### config.mk
export PLATFORM = sky130hd
export DESIGN_NAME = server_time_offset_tracker_core
export DESIGN_NICKNAME = d
export VERILOG_FILES = /design/src/stot_pkg.sv /design/src/stot_cfg.sv /design/src/stot_update.sv /design/src/server_time_offset_tracker_core.sv
export SDC_FILE = /design/constraint.sdc
export NUM_CORES = 1
export LEC_CHECK = 0
export BUFFER_PORTS_ARGS = -buffer_cell sky130_fd_sc_hd__buf_2
export CORE_UTILIZATION = 45
export CTS_BUF_LIST = sky130_fd_sc_hd__clkbuf_2
export DETAILED_ROUTE_END_ITERATION = 6
export GPL_ROUTABILITY_DRIVEN = 0
export RECOVER_POWER = 100
export SLEW_MARGIN = 20
export SYNTH_ARGS = -nofsm -noshare
export SYNTH_HDL_FRONTEND = slang
export SYNTH_SLANG_ARGS = --single-unit
export TNS_END_PERCENT = 50
### constraint.sdc
create_clock -name clk -period 8.86 [get_ports clk]
set_input_delay 0.443 -clock clk [delete_from_list [all_inputs] [get_ports clk]]
set_output_delay 0.443 -clock clk [all_outputs]
set_load 0.05 [all_outputs]
### src/stot_pkg.sv
// Package for the server time offset tracker: beat types, state record,
// adjustment codes, configuration indexes and tracking limits.
// No dependencies; every other file imports it.
package stot_pkg;

	localparam int unsigned TIME_W = 31;
	localparam int unsigned WORD_W = 32;
	localparam int unsigned NUDGE_W = 11;
	localparam int unsigned CFG_IDX_W = 1;

	localparam logic [WORD_W-1:0] RESET_LIMIT = 32'd500;
	localparam logic [WORD_W-1:0] FAST_LIMIT = 32'd100;
	localparam logic signed [NUDGE_W-1:0] NUDGE_LIMIT = 11'sd30;
	localparam logic [WORD_W-1:0] EXTRAP_MARGIN = 32'd5;
	localparam logic [WORD_W-1:0] DRIFT_FWD_STEP = 32'd1;
	localparam logic [WORD_W-1:0] DRIFT_BACK_STEP = 32'd2;

	localparam logic [CFG_IDX_W-1:0] CFG_TIME_NUDGE = 1'd0;
	localparam logic [CFG_IDX_W-1:0] CFG_SLOW_DRIFT = 1'd1;

	typedef enum logic {
		CMD_SNAPSHOT = 1'b0,
		CMD_FRAME    = 1'b1
	} cmd_t;

	typedef enum logic [2:0] {
		ADJ_NONE       = 3'd0,
		ADJ_RESET      = 3'd1,
		ADJ_FAST_HALVE = 3'd2,
		ADJ_DRIFT_FWD  = 3'd3,
		ADJ_DRIFT_BACK = 3'd4
	} adj_kind_t;

	typedef struct packed {
		cmd_t              cmd;
		logic [TIME_W-1:0] local_time;
		logic [TIME_W-1:0] snap_time;
		logic              snap_inactive;
	} in_beat_t;

	typedef struct packed {
		logic [WORD_W-1:0] est_remote_time;
		logic [WORD_W-1:0] offset;
		adj_kind_t         adjust_kind;
		logic              extrapolating;
		logic              is_active;
		logic              backward_error;
	} out_beat_t;

	// Tracker state; snapshot times are never wider than the input field.
	typedef struct packed {
		logic [WORD_W-1:0] offset;
		logic [WORD_W-1:0] last_est;
		logic [TIME_W-1:0] latest_snap;
		logic              latest_inactive;
		logic [TIME_W-1:0] prev_frame_snap;
		logic              pending;
		logic              extrap;
		logic              active;
	} track_state_t;

	// Settings seen by the datapath.
	typedef struct packed {
		logic [NUDGE_W-1:0] nudge;
		logic               drift_en;
	} track_cfg_t;

endpackage

### src/stot_cfg.sv
// Configuration registers of the offset tracker: nudge (stored already
// clamped to the nudge limit) and slow drift enable. Depends on stot_pkg.
module stot_cfg
	import stot_pkg::*;
(
	input  logic                 clk,
	input  logic                 arst_n,
	input  logic                 cfg_we,
	input  logic [CFG_IDX_W-1:0] cfg_index,
	input  logic [NUDGE_W-1:0]   cfg_data,
	output track_cfg_t           cfg
);

	logic [NUDGE_W-1:0] nudge_q;
	logic               drift_en_q;
	logic [NUDGE_W-1:0] nudge_clamped;

	always_comb begin
		priority if ($signed(cfg_data) < -NUDGE_LIMIT) begin
			nudge_clamped = -NUDGE_LIMIT;
		end else if ($signed(cfg_data) > NUDGE_LIMIT) begin
			nudge_clamped = NUDGE_LIMIT;
		end else begin
			nudge_clamped = cfg_data;
		end
	end

	always_ff @(posedge clk or negedge arst_n) begin
		if (!arst_n) begin
			nudge_q    <= '0;
			drift_en_q <= 1'b1;
		end else if (cfg_we) begin
			unique case (cfg_index)
				CFG_TIME_NUDGE: nudge_q    <= nudge_clamped;
				CFG_SLOW_DRIFT: drift_en_q <= cfg_data[0];
				default:        drift_en_q <= drift_en_q;
			endcase
		end
	end

	assign cfg.nudge    = nudge_q;
	assign cfg.drift_en = drift_en_q;

endmodule

### src/stot_update.sv
// Single-pass next-state and result logic for one beat of the offset
// tracker: activation, estimate, extrapolation flag and offset adjustment.
// Depends on stot_pkg.
module stot_update
	import stot_pkg::*;
(
	input  in_beat_t     item,
	input  track_state_t st,
	input  track_cfg_t   cfg,
	output track_state_t st_nxt,
	output out_beat_t    res
);

	logic [WORD_W-1:0] snap;
	logic [WORD_W-1:0] local_t;
	logic [WORD_W-1:0] new_delta;
	logic [WORD_W-1:0] base;
	logic [WORD_W-1:0] est;
	logic [WORD_W-1:0] diff;
	logic [WORD_W-1:0] mag;
	logic [WORD_W:0]   sum;
	logic              pend_adj;

	assign snap      = {1'b0, st.latest_snap};
	assign local_t   = {1'b0, item.local_time};
	assign new_delta = snap - local_t;

	always_comb begin
		st_nxt   = st;
		res      = '0;
		base     = '0;
		est      = '0;
		diff     = '0;
		mag      = '0;
		sum      = '0;
		pend_adj = 1'b0;

		unique case (item.cmd)
			CMD_SNAPSHOT: begin
				st_nxt.latest_snap     = item.snap_time;
				st_nxt.latest_inactive = item.snap_inactive;
				st_nxt.pending         = 1'b1;
			end
			CMD_FRAME: begin
				// Activate on the first pending snapshot that is not inactive.
				pend_adj = st.pending && st.active;
				if (!st.active && st.pending) begin
					st_nxt.pending = 1'b0;
					if (!st.latest_inactive) begin
						st_nxt.active   = 1'b1;
						st_nxt.offset   = new_delta;
						st_nxt.last_est = snap;
					end
				end

				if (!st_nxt.active) begin
					res.est_remote_time = st_nxt.last_est;
					res.offset          = st_nxt.offset;
					res.adjust_kind     = ADJ_NONE;
				end else begin
					res.is_active          = 1'b1;
					res.backward_error     = st.latest_snap < st.prev_frame_snap;
					st_nxt.prev_frame_snap = st.latest_snap;

					// Monotonic estimate: never step below the last one, except on an offset reset.
					base = local_t + st_nxt.offset;
					est  = base - {{(WORD_W-NUDGE_W){cfg.nudge[NUDGE_W-1]}}, cfg.nudge};
					if ($signed(est) < $signed(st_nxt.last_est)) begin
						est = st_nxt.last_est;
					end
					st_nxt.last_est = est;

					if ($signed(base) >= $signed(snap - EXTRAP_MARGIN)) begin
						st_nxt.extrap     = 1'b1;
						res.extrapolating = 1'b1;
					end

					res.adjust_kind = ADJ_NONE;
					if (pend_adj) begin
						st_nxt.pending = 1'b0;
						diff = new_delta - st.offset;
						mag  = diff[WORD_W-1] ? (~diff + 1'b1) : diff;
						sum  = {st.offset[WORD_W-1], st.offset}
							+ {new_delta[WORD_W-1], new_delta};
						priority if (mag > RESET_LIMIT) begin
							st_nxt.offset   = new_delta;
							st_nxt.last_est = snap;
							est             = snap;
							res.adjust_kind = ADJ_RESET;
						end else if (mag > FAST_LIMIT) begin
							// Floor of the exact sum over two.
							st_nxt.offset   = sum[WORD_W:1];
							res.adjust_kind = ADJ_FAST_HALVE;
						end else if (cfg.drift_en) begin
							if (st_nxt.extrap) begin
								st_nxt.extrap   = 1'b0;
								st_nxt.offset   = st.offset - DRIFT_BACK_STEP;
								res.adjust_kind = ADJ_DRIFT_BACK;
							end else begin
								st_nxt.offset   = st.offset + DRIFT_FWD_STEP;
								res.adjust_kind = ADJ_DRIFT_FWD;
							end
						end
					end
					res.est_remote_time = est;
					res.offset          = st_nxt.offset;
				end
			end
			default: st_nxt = st;
		endcase
	end

endmodule

### src/server_time_offset_tracker_core.sv
// Top level of the server time offset tracker: input register, tracker
// state, result register and handshakes. Depends on stot_pkg, stot_cfg and
// stot_update.
//
// Usage:
//   Input channel (in_valid / in_stall / in_data) carries one beat per
//   command. A snapshot beat latches a remote time and yields no result; a
//   frame beat yields exactly one result beat on the output channel
//   (out_valid / out_stall / out_data).
//   Path: an accepted frame beat goes into the input register, then, unless
//   the output stalls, into the result register for the receiver to take.
//   Throughput: one beat per cycle unless stalled; the whole update for a
//   beat is done in one pass between the input register and the result
//   register, and the tracker state is written on that same edge so the
//   next beat sees it.
//   Stall: while out_stall holds a result in the output register, a frame
//   beat waits in the input register and in_stall rises; snapshot beats keep
//   flowing since they produce nothing. One more frame beat is taken while a
//   result waits, so the two sides are parted by the result register.
//   Reset (arst_n low): both registers empty, tracker state cleared,
//   nudge 0 and slow drift enabled.
//   Configuration: write cfg_we / cfg_index / cfg_data only while idle.
module server_time_offset_tracker_core
	import stot_pkg::*;
(
	input  logic                 clk,
	input  logic                 arst_n,
	input  logic                 in_valid,
	output logic                 in_stall,
	input  in_beat_t             in_data,
	output logic                 out_valid,
	input  logic                 out_stall,
	output out_beat_t            out_data,
	input  logic                 cfg_we,
	input  logic [CFG_IDX_W-1:0] cfg_index,
	input  logic [NUDGE_W-1:0]   cfg_data
);

	track_cfg_t   cfg;
	track_state_t st_q;
	track_state_t st_nxt;
	out_beat_t    res;

	in_beat_t  item_s1;
	logic      valid_s1;
	out_beat_t result_s2;
	logic      valid_s2;

	logic in_fire;
	logic adv;
	logic frame_adv;

	stot_cfg u_cfg (
		.clk       (clk),
		.arst_n    (arst_n),
		.cfg_we    (cfg_we),
		.cfg_index (cfg_index),
		.cfg_data  (cfg_data),
		.cfg       (cfg)
	);

	stot_update u_update (
		.item   (item_s1),
		.st     (st_q),
		.cfg    (cfg),
		.st_nxt (st_nxt),
		.res    (res)
	);

	// Advance the held beat when it needs no result slot or the slot frees.
	assign adv       = valid_s1 && (item_s1.cmd == CMD_SNAPSHOT || !valid_s2 || !out_stall);
	assign frame_adv = adv && item_s1.cmd == CMD_FRAME;
	assign in_stall  = valid_s1 && !adv;
	assign in_fire   = in_valid && !in_stall;

	// Input register.
	always_ff @(posedge clk or negedge arst_n) begin
		if (!arst_n) begin
			valid_s1 <= 1'b0;
		end else if (in_fire) begin
			valid_s1 <= 1'b1;
		end else if (adv) begin
			valid_s1 <= 1'b0;
		end
	end

	always_ff @(posedge clk) begin
		if (in_fire) begin
			item_s1 <= in_data;
		end
	end

	// Tracker state: update on every beat that leaves the input register.
	always_ff @(posedge clk or negedge arst_n) begin
		if (!arst_n) begin
			st_q <= '0;
		end else if (adv) begin
			st_q <= st_nxt;
		end
	end

	// Result register: load on a frame beat, drop once taken.
	always_ff @(posedge clk or negedge arst_n) begin
		if (!arst_n) begin
			valid_s2 <= 1'b0;
		end else if (frame_adv) begin
			valid_s2 <= 1'b1;
		end else if (!out_stall) begin
			valid_s2 <= 1'b0;
		end
	end

	always_ff @(posedge clk) begin
		if (frame_adv) begin
			result_s2 <= res;
		end
	end

	assign out_valid = valid_s2;
	assign out_data  = result_s2;

	// Once active the tracker never drops back.
	a_active_sticky: assert property (@(posedge clk) disable iff (!arst_n)
		st_q.active |=> st_q.active)
		else $error("tracker left the active state");

	// A result marked active implies the state is active.
	a_result_active: assert property (@(posedge clk) disable iff (!arst_n)
		out_valid && out_data.is_active |-> st_q.active)
		else $error("active result while tracker inactive");

	// Results before activation carry no adjustment or flags.
	a_inactive_clean: assert property (@(posedge clk) disable iff (!arst_n)
		out_valid && !out_data.is_active |->
			out_data.adjust_kind == ADJ_NONE && !out_data.extrapolating
			&& !out_data.backward_error)
		else $error("inactive result carries flags");

	// Estimate never moves backward except on an offset reset.
	a_est_monotonic: assert property (@(posedge clk) disable iff (!arst_n)
		frame_adv && st_q.active && res.adjust_kind != ADJ_RESET |->
			$signed(res.est_remote_time) >= $signed(st_q.last_est))
		else $error("estimate moved backward");

	// A snapshot beat never holds the input register.
	a_snap_no_stall: assert property (@(posedge clk) disable iff (!arst_n)
		valid_s1 && item_s1.cmd == CMD_SNAPSHOT |-> !in_stall)
		else $error("snapshot beat stalled");

endmodule

## Word level (Yosys, flattened, before mapping)

Index checks and enable logic that the tools add are counted.

| cells by class | value |
|---|---|
| add/subtract/negate cells | 9 |
| equal/unequal tests | 1 |
| muxes and demuxes | 40 |
| order comparisons | 7 |
| reduce and logical (&&, ||, !) cells | 23 |
| bitwise logic cells | 6 |

Operator list:

| operator | number |
|---|---|
| $mux W64 | 5 |
| $mux W32 | 8 |
| $mux W67 | 1 |
| $add A32 B1 Y32 const B | 2 |
| $sub A32 B32 Y32 | 2 |
| $add A32 B32 Y33 | 1 |
| $add A31 B32 Y32 | 1 |
| $ge A32 B32 Y1 | 1 |
| $gt A32 B7 Y1 const B | 1 |
| $gt A32 B9 Y1 const B | 1 |
| $lt A32 B32 Y1 | 1 |
| $not A32 Y32 | 1 |
| $sub A31 B3 Y32 const B | 1 |
| $sub A31 B31 Y32 | 1 |
| $sub A32 B2 Y32 const B | 1 |
| $lt A31 B31 Y1 | 1 |
| $mux W11 | 2 |
| $mux W1 | 15 |
| $mux W3 | 5 |
| $gt A11 B6 Y1 const B | 1 |
| $lt A11 B6 Y1 const B | 1 |
| $reduce_and A2 Y1 | 5 |
| $logic_and A1 B1 Y1 | 6 |
| $mux W2 | 3 |
| 9 further kinds | 19 |

| word-level totals | value |
|---|---|
| input port bits | 81 |
| output and inout bits | 72 |
| bits in registers | 278 |
| logic and storage cells | 110 |

## Logic depth before layout (Yosys ltp)

| depth | value |
|---|---|
| depth after elaboration | 15 |
| mapped depth | 46 |
| depth with buffers taken out | 44 |

## Cells and area by module

Synthesis repeated with hierarchy kept, for this count alone.

| second synthesis, totals | value |
|---|---|
| cell total of the unflattened synthesis | 3673 |
| area, all modules | 30061.3 µm² |

By module, submodules not included:

| module | area each (µm²) | sequential area each (µm²) | times used | cells each |
|---|---|---|---|---|
| stot_update | 18123.6 | 0.0 | 1 | 2733 |
| server_time_offset_tracker_core | 11403.4 | 7327.0 | 1 | 883 |
| stot_cfg | 534.3 | 301.5 | 1 | 57 |

## Least setup slack after synthesis

OpenSTA, ideal clock, no wires.

| timing | value |
|---|---|
| path type | flip-flop to flip-flop |
| from | register st_q[35] (netlist name) |
| to | register result_s2 (netlist bit out_data[65]) (data pin) |
| setup time | 0.264 ns |
| data required time | 8.596 ns |
| buffers on the path | 2 |
| cell stages (with the launch flop) | 39 |
| data arrival time | 8.234 ns |
| period minus slack after synthesis | 8.498 ns |
| path slack | 0.362 ns |
| cell sequence | dfrtp_1 -> inv_1 -> ha_1 -> inv_1 -> fa_1 -> a211oi_1 -> nor2_1 -> o221a_2 -> a2111o_1 -> a311oi_1 -> o21bai_1 -> a21o_1 -> xor2_1 -> mux2_2 -> ha_1 -> and3_1 -> a211oi_1 -> o21bai_1 -> [3 not listed] -> a21oi_1 -> o21ai_0 -> a21o_1 -> or2_2 -> a31oi_1 -> o21ai_0 -> xnor2_1 -> xnor2_1 -> ha_1 -> nand4_1 -> o31ai_1 -> mux2i_1 -> clkbuf_1 -> clkbuf_1 -> nand2_1 -> o21a_1 -> mux2i_1 -> o21ai_1 |

| between the ends | value |
|---|---|
| longest elaborated chain between the ends | 11 |
| elaborated cells on any way between the ends | 16 |
| those cells by class | add/sub (5); order compare (2); mux (8); bitwise (1) |

Ends and longest elaborated chain:

| item | RTL line | source |
|---|---|---|
| start: declaration | server_time_offset_tracker_core.sv:40 | `track_state_t st_q;` |
| start signal: assignment | server_time_offset_tracker_core.sv:98 | `st_q <= st_nxt;` |
| $sub A31 B31 Y32 | stot_update.sv:26 | `assign new_delta = snap - local_t;` |
| $mux W64 | stot_update.sv:49 | `if (!st.latest_inactive) begin` |
| $mux W64 | stot_update.sv:47 | `if (!st.active && st.pending) begin` |
| $mux W64 | stot_update.sv:38 | `unique case (item.cmd)` |
| $add A31 B32 Y32 | stot_update.sv:66 | `base = local_t + st_nxt.offset;` |
| $sub A32 B32 Y32 | stot_update.sv:67 | `est = base - {{(WORD_W-NUDGE_W){cfg.nudge[NUDGE_W-1]}}, cfg.nudge};` |
| $lt A32 B32 Y1 | stot_update.sv:68 | `if ($signed(est) < $signed(st_nxt.last_est)) begin` |
| $mux W32 | stot_update.sv:68 |  |
| $mux W32 | stot_update.sv:85 | `priority if (mag > RESET_LIMIT) begin` |
| $mux W32 * | stot_update.sv:79 | `if (pend_adj) begin` |
| $mux W67 * | stot_update.sv:56 | `if (!st_nxt.active) begin` |
| end signal: assignment | server_time_offset_tracker_core.sv:115 | `result_s2 <= res;` |
| end: declaration | server_time_offset_tracker_core.sv:46 | `out_beat_t result_s2;` |

Mark *: on every way between the ends. The rest lies on a longest branch, timed or not. The select of a mux whose other input is x is not followed.
A chain may end at the register's enable or synchronous reset.

## Final worst setup path

| timing | value |
|---|---|
| from | register st_q[35] (netlist name) |
| to | register result_s2 (netlist bit out_data[28]) (data pin) |

| between the ends | value |
|---|---|
| longest elaborated chain between the ends | 15 |
| elaborated cells on any way between the ends | 23 |
| those cells by class | add/sub (6); order compare (3); mux (13); bitwise (1) |

Ends and longest elaborated chain:

| item | RTL line |
|---|---|
| branches (longest 14 deep; another with $sub A31 B31 Y32) | -- |
| $mux W67 * | stot_update.sv:56 |

Every way passes the cells marked *. The select of a mux whose other input is x is not followed.

==> results.py <==
metrics = {
    "worst_setup_path": {
        "critPathMaxStageDelay_ns": 0.60,
        "crit_type": "register to register",
        "crit_path_end_kind": "register",
        "crit_arrival_ns": 9.43,
        "path_buf_inv": 7,
        "startpoint_type": "register",
        "cp.required_ns": 9.64,
        "worst_path_dominant_cell_family": "simple AND/OR/NAND/NOR gates",
        "slowest_stage": "or4_4",
        "cp_max_fo": 6,
        "cp_common_cell": "buf_4",
    },
    "timing": {
        "post-route-min-period_ns": 8.66,
        "max_freq_mhz": 116,
        "slew_headroom_pct": -247,
        "layout_setup_ws_ns": 0.203,
        "fin_crit_sh_pct": 97.7,
        "clock-skew-final_ns": 0.125,
        "finalSetupViolCount": 0,
        "setup_tns_ns": 0,
        "tightest_slew_ns": 5.20,
        "hold_violations": 0,
        "timing_max_transition_violations_final": 478,
    },
    "synthesis": {
        "synth.most_common_cell": "ha_1",
        "synth_ff_type": "dfrtp_1",
        "netlist_top_cells_count": "258 x ha_1, 240 x nand2_1, 227 x a21oi_1, 222 x nor2_1, 188 x inv_1",
        "ys_ff_latch": 278,
        "ys_seq_area_share_pct": 29.4,
        "async_flop_share_pct": 51.8,
        "syn_area_um2": 25900,
        "synth_nets": 3386,
        "synth_top_cell_area_share_pct": 15.5,
        "synth_top_area_cell": "edfxtp_1",
        "synth_cells": 3042,
        "synth_cell_types": 100,
        "avgSynthCellArea_um2": 8.52,
        "synth_edf_count": 134,
        "yosys_warnings": 0,
        "synth.top_cells.by_area": "edfxtp_1 16%, dfrtp_1 14%, ha_1 12%",
    },
    "routing": {
        "via_per_inst": 5.99,
        "drcViolationCount": 0,
        "wl_um": 86500,
        "drt_iter0_markers": 2320,
        "ant_nets": 0,
        "vias": 25400,
        "dr.pass1.iters": 7,
        "wire_per_inst_um": 20.4,
    },
    "clock_tree": {
        "cts_tree": "yes",
        "clock-sinks": 278,
        "clk_latency_ns": 1.10,
        "h-tree-depth": 3,
        "cts_root_buf": "clkbuf_2",
        "cts.path.max_buffers": 3,
        "clk_pin_slew_ns": 0.10,
        "cts_made_buffers": 78,
    },
    "global_routing": {
        "grt_usage_pct": 28.5,
        "grt_first_pass_wirelength_um": 133000,
        "grt_start_max_net_pins": 84,
        "grt_pass1_vias": 24700,
        "grt.overflow.total": 0,
        "grt_antenna_before_repair": 1,
    },
    "run_status": {
        "outcome": "complete, but fails checks",
        "violations": "capacitance limit, slew limit",
    },
    "die": {
        "pin_count": 153,
        "dieArea_um2": 58500,
        "initial_utilization_pct": 45.8,
        "die_x_um": 242,
        "die_y_um": 242,
        "rows": 87,
        "coreArea_um2": 56600,
    },
    "place": {
        "place_hpwl_um": 64300,
        "portBuffers": 152,
        "post-place-ws_ns": -0.158,
    },
    "final_layout": {
        "fin_nets": 3758,
        "area_delta_synth_final_pct": 18.3,
        "layout-drive-gt1-share_pct": 16.1,
    },
    "flow_run": {
        "drv_cap": 9,
    },
    "worst_hold_path": {
        "hp-class": "primary input to register",
    },
}
-- placed cells by master, fill, tap and decap left out, drive strengths merged, types with 25 or more instances in the layout --
cell type	count
xor2	58
xnor2	133
clkbuf	210
o22ai	28
inv	190
o211ai	25
edfxtp	134
o21a	34
ha	258
nand3	85
a21o	79
nand2b	39
a211oi	39
or3	25
dlygate4sd3	121
a31oi	45
and2	31
mux2i	72
o21ai	222
nor4	30
mux2	70
and3	25
buf	228
nand4	48
nor2	223
dfrtp	143
nand2	240
nor2b	32
nor3	76
a21oi	229
-- flip-flops by register name, summed over array words and instances, names as in the netlist --
register          count
u_cfg.drift_en_q      1
valid_s1              1
u_cfg.nudge_q        11
item_s1              64
out_valid             1
out_data             70
st_q                130
-- layout make-up --
| cell class | instances | area, µm² |
|---|---|---|
| fillers | 5253 | 25900 |
| multi-input cells | 2424 | 17400 |
| flip-flops and latches | 278 | 7630 |
| repair buffers | 443 | 3210 |
| well taps | 756 | 946 |
| inverters | 189 | 711 |
| clock buffers | 116 | 581 |
| clock inverters | 27 | 156 |
| diodes | 2 | 5.00 |
-- stage by stage --
stage / hold WS (ns) / utilization [%] / area, µm² / instances
2_1_floorplan: 0.147 / - / 25900 / 3042
3_3_place_gp: 0.457 / 49.8 / 28200 / 3945
3_5_place_dp: 0.462 / 49.8 / 28200 / 3945
4_1_cts: 0.00637 / 53.3 / 30100 / 4209
5_1_grt: 0.0636 / 54.2 / 30700 / 4235
6_report: 0.120 / 54.2 / 30700 / 4235
-- logic make-up after synthesis --
group,after synthesis,synth area share (%)
xor+xnor,191,6.46
buf+inv,340,5.23
simple gates,939,18.1
fa+ha+maj,263,12.8
compound gates,889,22.1
mux,142,5.83
flops,278,29.4
-- path summary, 6_finish.rpt --
| check | start | slack [ns] | cells past startpoint | end |
|---|---|---|---|---|
| min | in_data[29] | 0.12 | 2 | item_s1[29] |
| min in group asynchronous | arst_n | 2.36 | 3 | st_q[24] |
| min reg2reg | item_s1[22] | 0.47 | 1 | st_q[56] |
| max reg2reg | st_q[35] | 0.20 | 33 | out_data[28] |
| max | st_q[35] | 0.20 | 33 | out_data[28] |
| max in group asynchronous | arst_n | 1.58 | 4 | out_valid |
-- worst register-to-register path: cells and delay by family (launching register included) --
| family | cells | cell delay, ns |
|---|---|---|
| xor+xnor | 1 | 0.24 |
| fa+ha+maj | 3 | 0.93 |
| buf+inv | 7 | 1.04 |
| flops | 1 | 0.40 |
| compound gates | 12 | 2.81 |
| simple gates | 10 | 3.02 |
-- routing by layer --
layer | global-route usage [%] | wire [µm] | vias up
met2 | 48.1 | 40400 | 1076
li1 | - | - | 12000
met3 | 3.36 | 5350 | 237
met4 | 13.1 | 3830 | 0
met1 | 36.5 | 36900 | 12100
met5 | 0 | 0 | -
-- timing repair --
item	in CTS	in global routing
pin swaps	0	40
gates resized for setup	5	111
cloned	0	2
endpoints found under the hold margin	173	0
setup endpoints to repair	50	128
setup buffers	0	22
hold buffers	121	0
Power is not shown: default switching activity piles up to over one toggle a cycle in this logic, so the estimate is an artifact.
